--- src/design/vfp_pkg.sv ---
// ----------------------------------------------------------------------------
// Vsync frame pacer package
// Shared widths, timing constants, helpers and sequencer states.
// ----------------------------------------------------------------------------
package vfp_pkg;

	localparam longint TICKS_PER_SECOND = 1000000;

	localparam int TALLY_W = 16;
	localparam int RATE_W  = 24;
	localparam int SKIP_W  = 4;
	localparam int CFG_IDX_W = 2;
	localparam int CFG_DATA_W = 4;
	localparam int NUM_W   = 56;
	localparam int QCNT_W  = 5;

	localparam logic [CFG_IDX_W-1:0] CFG_SKIP_COUNT   = 2'd0;
	localparam logic [CFG_IDX_W-1:0] CFG_SKIP_PERIOD  = 2'd1;
	localparam logic [CFG_IDX_W-1:0] CFG_LIMIT_ENABLE = 2'd2;
	localparam logic [CFG_IDX_W-1:0] CFG_PAL_MODE     = 2'd3;

	localparam logic [1:0] RATE_VSYNC = 2'd0;
	localparam logic [1:0] RATE_FRAME = 2'd1;
	localparam logic [1:0] RATE_SHOWN = 2'd2;

	localparam logic [31:0] WINDOW_TICKS = 32'(TICKS_PER_SECOND);
	localparam logic [NUM_W-1:0] RATE_SCALE = NUM_W'(100 * TICKS_PER_SECOND);
	localparam logic [31:0] STEP_RESET = 32'(TICKS_PER_SECOND / 1000);
	localparam longint STEP_INC_VAL = (TICKS_PER_SECOND > 1000) ?
		TICKS_PER_SECOND / 5000 : TICKS_PER_SECOND / 1000;
	localparam logic signed [32:0] STEP_INC = 33'(STEP_INC_VAL);

	localparam longint NTSC_TARGET = 6000;
	localparam longint PAL_TARGET  = 5000;
	localparam logic [RATE_W-1:0] NTSC_HI = RATE_W'(NTSC_TARGET + NTSC_TARGET * 5 / 100);
	localparam logic [RATE_W-1:0] NTSC_LO = RATE_W'(NTSC_TARGET - NTSC_TARGET * 5 / 100);
	localparam logic [RATE_W-1:0] PAL_HI  = RATE_W'(PAL_TARGET + PAL_TARGET * 5 / 100);
	localparam logic [RATE_W-1:0] PAL_LO  = RATE_W'(PAL_TARGET - PAL_TARGET * 5 / 100);

	localparam logic [RATE_W-1:0] RATE_MAX = {RATE_W{1'b1}};

	typedef enum logic [2:0] {
		S_IDLE,
		S_MUL,
		S_OVF,
		S_DIV,
		S_STEP,
		S_DELAY,
		S_OUT
	} state_t;

	function automatic logic signed [31:0] clamp33(input logic signed [32:0] v);
		logic signed [31:0] r;
		if (v[32] != v[31]) begin
			r = v[32] ? 32'sh8000_0000 : 32'sh7FFF_FFFF;
		end else begin
			r = v[31:0];
		end
		return r;
	endfunction

	function automatic logic [TALLY_W-1:0] tally_up(input logic [TALLY_W-1:0] t);
		return (t == {TALLY_W{1'b1}}) ? t : t + TALLY_W'(1);
	endfunction

endpackage

--- src/design/vsync_frame_pacer_top.sv ---
// ----------------------------------------------------------------------------
// Vsync frame pacer
// Field toggle, frame-skip pattern, one-second rate window and pacing delay.
// ----------------------------------------------------------------------------
// An item without a window close goes from acceptance straight to the output
// load. An item that closes the measurement window first computes the three
// rates in turn: one multiply by the constant rate scale, one overflow
// compare and 24 restoring-division steps on the one shared 33-bit
// subtractor. A rate that saturates skips its division. After the rates come
// the step update, the delay update when limiting adjusts, and the output
// load. in_stall stays high from acceptance until the result is loaded into
// the output register; a result waiting there does not block the next item,
// but a full and stalled output register holds the following result and the
// input with it.
module vsync_frame_pacer_top (
	input  logic                          clk,
	input  logic                          arst_n,
	input  logic                          cfg_we,
	input  logic [vfp_pkg::CFG_IDX_W-1:0] cfg_index,
	input  logic [vfp_pkg::CFG_DATA_W-1:0] cfg_data,
	input  logic                          in_valid,
	output logic                          in_stall,
	input  logic [31:0]                   timestamp,
	input  logic                          transfer_busy,
	input  logic                          display_off,
	output logic                          out_valid,
	input  logic                          out_stall,
	output logic                          field_odd,
	output logic                          counted,
	output logic                          show_frame,
	output logic signed [31:0]            delay_ticks,
	output logic                          rates_valid,
	output logic [vfp_pkg::RATE_W-1:0]    vsync_rate,
	output logic [vfp_pkg::RATE_W-1:0]    frame_rate,
	output logic [vfp_pkg::RATE_W-1:0]    shown_rate
);

	logic [vfp_pkg::SKIP_W-1:0] skip_count_q, skip_period_q;
	logic limit_enable_q, pal_mode_q;

	logic odd_field_q;
	logic [vfp_pkg::TALLY_W-1:0] vsync_tally_q, frame_tally_q, shown_tally_q;
	logic skip_now_q;
	logic [vfp_pkg::SKIP_W-1:0] skip_left_q, period_left_q;
	logic signed [31:0] pace_delay_q, pace_step_q;
	logic [31:0] window_start_q;
	logic [vfp_pkg::RATE_W-1:0] rate_q [3];

	vfp_pkg::state_t state_q, state_d;

	logic res_counted_q, res_show_q, res_valid_q;
	logic signed [31:0] res_delay_q;
	logic [31:0] elapsed_q;
	logic [1:0] idx_q;
	logic [vfp_pkg::NUM_W-1:0] num_q;
	logic [31:0] rem_q;
	logic [vfp_pkg::RATE_W-1:0] quo_q;
	logic [vfp_pkg::QCNT_W-1:0] cnt_q;

	logic out_valid_q, field_odd_q, counted_q, show_q, rates_valid_q;
	logic signed [31:0] delay_q;

	logic accept;
	logic closing;
	logic ev_counted;
	logic [31:0] elapsed;
	logic [vfp_pkg::SKIP_W-1:0] cap;
	logic [vfp_pkg::TALLY_W-1:0] tally_sel;
	logic [vfp_pkg::NUM_W-1:0] product;
	logic ovf;
	logic [32:0] trial;
	logic trial_ge;
	logic last_bit;
	logic last_rate;
	logic out_load;
	logic [vfp_pkg::RATE_W-1:0] hi_thr, lo_thr;
	logic too_high, too_low, do_adjust;
	logic signed [32:0] step_wide, delay_wide;

	assign accept     = in_valid && !in_stall;
	assign ev_counted = !transfer_busy && !display_off;
	assign elapsed    = timestamp - window_start_q;
	assign closing    = ev_counted && (elapsed >= vfp_pkg::WINDOW_TICKS);
	assign cap        = (skip_period_q != '0) ? skip_period_q - vfp_pkg::SKIP_W'(1) : '0;

	always_comb begin
		case (idx_q)
			vfp_pkg::RATE_VSYNC: tally_sel = vsync_tally_q;
			vfp_pkg::RATE_FRAME: tally_sel = frame_tally_q;
			default:             tally_sel = shown_tally_q;
		endcase
	end

	assign product   = vfp_pkg::NUM_W'(tally_sel) * vfp_pkg::RATE_SCALE;
	assign ovf       = num_q[vfp_pkg::NUM_W-1 -: 32] >= elapsed_q;
	assign trial     = {rem_q, quo_q[vfp_pkg::RATE_W-1]};
	assign trial_ge  = trial >= {1'b0, elapsed_q};
	assign last_bit  = cnt_q == vfp_pkg::QCNT_W'(vfp_pkg::RATE_W - 1);
	assign last_rate = idx_q == vfp_pkg::RATE_SHOWN;
	assign out_load  = (state_q == vfp_pkg::S_OUT) && (!out_valid_q || !out_stall);

	assign hi_thr    = pal_mode_q ? vfp_pkg::PAL_HI : vfp_pkg::NTSC_HI;
	assign lo_thr    = pal_mode_q ? vfp_pkg::PAL_LO : vfp_pkg::NTSC_LO;
	assign too_high  = rate_q[0] > hi_thr;
	assign too_low   = rate_q[0] < lo_thr;
	assign do_adjust = limit_enable_q && (rate_q[1] != '0) && (too_high || too_low);

	always_comb begin
		if (too_high) begin
			step_wide = (!pace_step_q[31] && pace_step_q != '0) ?
				33'(pace_step_q) + vfp_pkg::STEP_INC : -33'(pace_step_q);
		end else begin
			step_wide = pace_step_q[31] ?
				33'(pace_step_q) - vfp_pkg::STEP_INC : -33'(pace_step_q);
		end
	end

	assign delay_wide = 33'(pace_delay_q) + 33'(pace_step_q);

	always_comb begin
		state_d = state_q;
		unique case (state_q)
			vfp_pkg::S_IDLE:  if (accept) state_d = closing ? vfp_pkg::S_MUL : vfp_pkg::S_OUT;
			vfp_pkg::S_MUL:   state_d = vfp_pkg::S_OVF;
			vfp_pkg::S_OVF: begin
				if (!ovf) state_d = vfp_pkg::S_DIV;
				else if (last_rate) state_d = vfp_pkg::S_STEP;
				else state_d = vfp_pkg::S_MUL;
			end
			vfp_pkg::S_DIV: begin
				if (last_bit) state_d = last_rate ? vfp_pkg::S_STEP : vfp_pkg::S_MUL;
			end
			vfp_pkg::S_STEP:  state_d = do_adjust ? vfp_pkg::S_DELAY : vfp_pkg::S_OUT;
			vfp_pkg::S_DELAY: state_d = vfp_pkg::S_OUT;
			vfp_pkg::S_OUT:   if (out_load) state_d = vfp_pkg::S_IDLE;
			default:          state_d = vfp_pkg::S_IDLE;
		endcase
	end

	always_comb begin
		in_stall = state_q != vfp_pkg::S_IDLE;
	end

	always_ff @(posedge clk or negedge arst_n) begin
		if (!arst_n) begin
			state_q <= vfp_pkg::S_IDLE;
		end else begin
			state_q <= state_d;
		end
	end

	always_ff @(posedge clk or negedge arst_n) begin
		if (!arst_n) begin
			skip_count_q   <= '0;
			skip_period_q  <= '0;
			limit_enable_q <= 1'b0;
			pal_mode_q     <= 1'b0;
		end else if (cfg_we) begin
			unique case (cfg_index)
				vfp_pkg::CFG_SKIP_COUNT:   skip_count_q   <= cfg_data;
				vfp_pkg::CFG_SKIP_PERIOD:  skip_period_q  <= cfg_data;
				vfp_pkg::CFG_LIMIT_ENABLE: limit_enable_q <= cfg_data[0];
				vfp_pkg::CFG_PAL_MODE:     pal_mode_q     <= cfg_data[0];
				default: ;
			endcase
		end
	end

	// item state
	always_ff @(posedge clk or negedge arst_n) begin
		if (!arst_n) begin
			odd_field_q    <= 1'b0;
			vsync_tally_q  <= '0;
			frame_tally_q  <= '0;
			shown_tally_q  <= '0;
			skip_now_q     <= 1'b0;
			skip_left_q    <= '0;
			period_left_q  <= '0;
			pace_delay_q   <= '0;
			pace_step_q    <= vfp_pkg::STEP_RESET;
			window_start_q <= '0;
			rate_q[0]      <= '0;
			rate_q[1]      <= '0;
			rate_q[2]      <= '0;
		end else begin
			if (accept) begin
				odd_field_q <= !odd_field_q;
				if (ev_counted) begin
					vsync_tally_q <= vfp_pkg::tally_up(vsync_tally_q);
					frame_tally_q <= vfp_pkg::tally_up(frame_tally_q);
					if (!skip_now_q) shown_tally_q <= vfp_pkg::tally_up(shown_tally_q);
					skip_now_q <= skip_left_q != '0;
					if (period_left_q <= vfp_pkg::SKIP_W'(1)) begin
						skip_left_q   <= (skip_count_q < cap) ? skip_count_q : cap;
						period_left_q <= skip_period_q;
					end else begin
						if (skip_left_q != '0) skip_left_q <= skip_left_q - vfp_pkg::SKIP_W'(1);
						period_left_q <= period_left_q - vfp_pkg::SKIP_W'(1);
					end
					if (closing) window_start_q <= timestamp;
				end
			end
			if (state_q == vfp_pkg::S_OVF && ovf) rate_q[idx_q] <= vfp_pkg::RATE_MAX;
			if (state_q == vfp_pkg::S_DIV && last_bit) begin
				rate_q[idx_q] <= {quo_q[vfp_pkg::RATE_W-2:0], trial_ge};
			end
			if (state_q == vfp_pkg::S_STEP) begin
				vsync_tally_q <= '0;
				frame_tally_q <= '0;
				shown_tally_q <= '0;
				if (do_adjust) pace_step_q <= vfp_pkg::clamp33(step_wide);
			end
			if (state_q == vfp_pkg::S_DELAY) pace_delay_q <= vfp_pkg::clamp33(delay_wide);
		end
	end

	// shared multiply and divide datapath
	always_ff @(posedge clk or negedge arst_n) begin
		if (!arst_n) begin
			idx_q <= '0;
			cnt_q <= '0;
		end else begin
			if (accept) idx_q <= vfp_pkg::RATE_VSYNC;
			if (state_q == vfp_pkg::S_OVF) begin
				cnt_q <= '0;
				if (ovf) idx_q <= idx_q + 2'd1;
			end
			if (state_q == vfp_pkg::S_DIV) begin
				cnt_q <= cnt_q + vfp_pkg::QCNT_W'(1);
				if (last_bit) idx_q <= idx_q + 2'd1;
			end
		end
	end

	always_ff @(posedge clk) begin
		if (accept) begin
			res_counted_q <= ev_counted;
			res_show_q    <= ev_counted && !skip_now_q;
			res_delay_q   <= ev_counted ? pace_delay_q : '0;
			res_valid_q   <= closing;
			elapsed_q     <= elapsed;
		end
		if (state_q == vfp_pkg::S_MUL) num_q <= product;
		if (state_q == vfp_pkg::S_OVF) begin
			rem_q <= num_q[vfp_pkg::NUM_W-1 -: 32];
			quo_q <= num_q[vfp_pkg::RATE_W-1:0];
		end
		if (state_q == vfp_pkg::S_DIV) begin
			rem_q <= trial_ge ? 32'(trial - {1'b0, elapsed_q}) : trial[31:0];
			quo_q <= {quo_q[vfp_pkg::RATE_W-2:0], trial_ge};
		end
	end

	// output register
	always_ff @(posedge clk or negedge arst_n) begin
		if (!arst_n) begin
			out_valid_q <= 1'b0;
		end else if (out_load) begin
			out_valid_q <= 1'b1;
		end else if (!out_stall) begin
			out_valid_q <= 1'b0;
		end
	end

	always_ff @(posedge clk) begin
		if (out_load) begin
			field_odd_q   <= odd_field_q;
			counted_q     <= res_counted_q;
			show_q        <= res_show_q;
			delay_q       <= res_delay_q;
			rates_valid_q <= res_valid_q;
			vsync_rate    <= rate_q[0];
			frame_rate    <= rate_q[1];
			shown_rate    <= rate_q[2];
		end
	end

	assign out_valid   = out_valid_q;
	assign field_odd   = field_odd_q;
	assign counted     = counted_q;
	assign show_frame  = show_q;
	assign delay_ticks = delay_q;
	assign rates_valid = rates_valid_q;

endmodule

--- config.mk ---
export PLATFORM = sky130hd
export DESIGN_NAME = vsync_frame_pacer_top
export DESIGN_NICKNAME = d
export VERILOG_FILES = /design/src/design/vfp_pkg.sv /design/src/design/vsync_frame_pacer_top.sv
export SDC_FILE = /design/constraint.sdc
export NUM_CORES = 2
export LEC_CHECK = 0
export BUFFER_PORTS_ARGS = -buffer_cell sky130_fd_sc_hd__clkbuf_2
export CORE_MARGIN = 1
export CORE_UTILIZATION = 68
export DETAILED_ROUTE_END_ITERATION = 12
export PLACE_DENSITY = 0.87
export SLEW_MARGIN = 15
export SYNTH_ARGS = -nofsm -noshare
export SYNTH_HDL_FRONTEND = slang
export SYNTH_SLANG_ARGS = --single-unit
--- constraint.sdc ---
create_clock -name clk -period 17.2 [get_ports clk]
set_input_delay 0.86 -clock clk [delete_from_list [all_inputs] [get_ports clk]]
set_output_delay 0.86 -clock clk [all_outputs]
set_load 0.01 [all_outputs]
==> flow_metrics.tcl <==
set metrics [dict create \
    slew_headroom 0.2133 \
    syn_area_sq_um 33130 \
    clock_sinks 513 \
    period_needed_ns 8.847 \
    syn_avg_cell_area_sq_um 9.901 \
    syn-instance-count 3346 \
    dp.final_hpwl_microns 60940 \
    gr-total-overflow 0 \
    end_kind "flip-flop" \
    clkLatencyLatePin_ns 0.64 \
    seqCellArea_sq_um 14180 \
    crit_required_ns 17.55 \
    finalInstanceArea_sq_um 36350 \
    vias 26426 \
    fin_tns_setup_ns 0 \
    finalMaxSlewViolations 0 \
    cts_setup_buffers 0 \
    postCtsHoldBufs 0 \
    drive_gt1_frac 0.09463 \
    synth.net_count 3761 \
    grt_antenna_before_repair 0 \
    vias_per_cell 6.425 \
    fin_nets 3871 \
    ys_ff_latch 513 \
    h-tree-depth 2 \
    slowest_delay_ns 0.64 \
    die_x_microns 222.7 \
    track_usage 0.3440 \
    async_flop_share 0.4815 \
    ctsRootBufferMaster "clkbuf_16" \
    startpoint_type "flip-flop" \
    synth_cell_type_count 87 \
    syn_to_final_growth_pct 9.737 \
    cpMostUsedCell "fa_1" \
    multi_input_area_sq_um 17350 \
    cts_made_buffers 53 \
    yosysWarnings 0 \
    antenna_cells 0 \
    cp_top_family "adder cells" \
    clockBufferDepth 3 \
    tritoncts "yes" \
    core_area_sq_um 47950 \
    crit_slowest_cell "fa_1" \
    cts_resized 0 \
    clock.fmax_mhz 113.0 \
    drtIter0Drc 3124 \
    synth-main-ff-cell "edfxtp_1" \
    num_rows 80 \
    fin_crit_sh 0.5143 \
    finalWeightedCongestion 0.9810 \
    hp-class "primary input to async pin" \
    top_level_ports 155 \
    crit_buf_inv 5 \
    die_h_microns 222.7 \
    grt_max_degree 108 \
    worstMarginPinSlew_ns 1.177 \
    start_util 0.6909 \
    post_drt_wl_per_cell_microns 20.56 \
    die_area_sq_um 49600 \
    wl_microns 84560 \
    finalHoldViolCount 0 \
    post-route-drc-count 0 \
    drt_pass1_iterations 6 \
    crit_arrival_ns 9.20 \
    cp_max_fo 22 \
    final_common_cell "nand2_1" \
    clk_pin_slew_ns 0.06 \
    setup_viol 0 \
    grt_pass1_vias 25835 \
    grt_pass1_wl_microns 135800 \
    drtAntennaViolNets 0 \
    final_core_util 0.7582 \
    fin_skew_ns 0.05246 \
    io_buffers 154 \
    outcome "finished, final reports clean" \
    grt_setup_unrepaired "no" \
    placed_cell_area_sq_um 34410 \
    fill_cells 3131 \
    layout_common_cells "nand2_1, inv_1, edfxtp_1, ha_1, dfrtp_1" \
    path_class "flip-flop to flip-flop" \
    ys_seq_area_frac 0.4279 \
    synth_edf_count 266 \
    cap_violations 0 \
]
## logic make-up (layout without fill, tap and decap cells)
kind of cell	count (synthesis)	count (layout)	synth area share
buf+inv	436	588	0.05019
xor+xnor	165	165	0.04362
simple gates	1033	1033	0.1448
mux	85	85	0.02784
fa+ha+maj	372	372	0.1644
compound gates	742	742	0.1413
flops	513	513	0.4279
## path summary, 6_finish.rpt
kind / start / end / slack (ns) / depth (start not counted)
setup / recovery: idx_q[1] / num_q[42] / 8.35 / 28
hold reg to reg: res_delay_q[5] / delay_ticks[5] / 0.42 / 0
setup reg to reg: idx_q[1] / num_q[42] / 8.35 / 28
min in group clk: res_delay_q[5] / delay_ticks[5] / 0.42 / 0
max in group asynchronous: arst_n / idx_q[0] / 14.53 / 3
hold / removal: arst_n / window_start_q[10] / 0.22 / 1
## layer usage
metal | routed length [microns] | track usage
met1 | 34250 | 0.4734
met2 | 39990 | 0.5582
met3 | 7303 | 0.04655
met4 | 3008 | 0.1306
met5 | 0 | 0
## synthesized netlist by cell type (65+ instances only)
| library cell | n | area, sq um |
|---|---|---|
| o21ai_0 | 201 | 1006 |
| dfrtp_1 | 241 | 6031 |
| nor2_1 | 215 | 807.0 |
| xor2_1 | 65 | 569.3 |
| nor3_1 | 71 | 355.3 |
| nand2_1 | 383 | 1438 |
| clkbuf_1 | 107 | 401.6 |
| a21oi_1 | 205 | 1026 |
| xnor2_1 | 100 | 875.8 |
| fa_1 | 106 | 2122 |
| edfxtp_1 | 266 | 7988 |
| inv_1 | 314 | 1179 |
| nand3_1 | 120 | 600.6 |
| ha_1 | 264 | 3303 |
## metrics by stage
stage	hold slack, ns	std cells	worst slack, ns
floorplan	0.4003	3346	7.671
global placement	0.4006	4016	8.900
detailed placement	0.4054	4016	8.566
CTS	0.3181	4113	8.377
global route	0.3645	4113	7.741
finish	0.2192	4113	8.353
## area by class of cell
class | count | area share
inverter | 315 | 0.03252
timing repair buffer | 176 | 0.02602
sequential | 513 | 0.3900
multi-input combinational | 2397 | 0.4772
clock inverter | 34 | 0.01425
tap | 615 | 0.02117
clock buffer | 63 | 0.03893
Power is not shown: default switching activity piles up to over one toggle a cycle in this logic, so the estimate is an artifact.
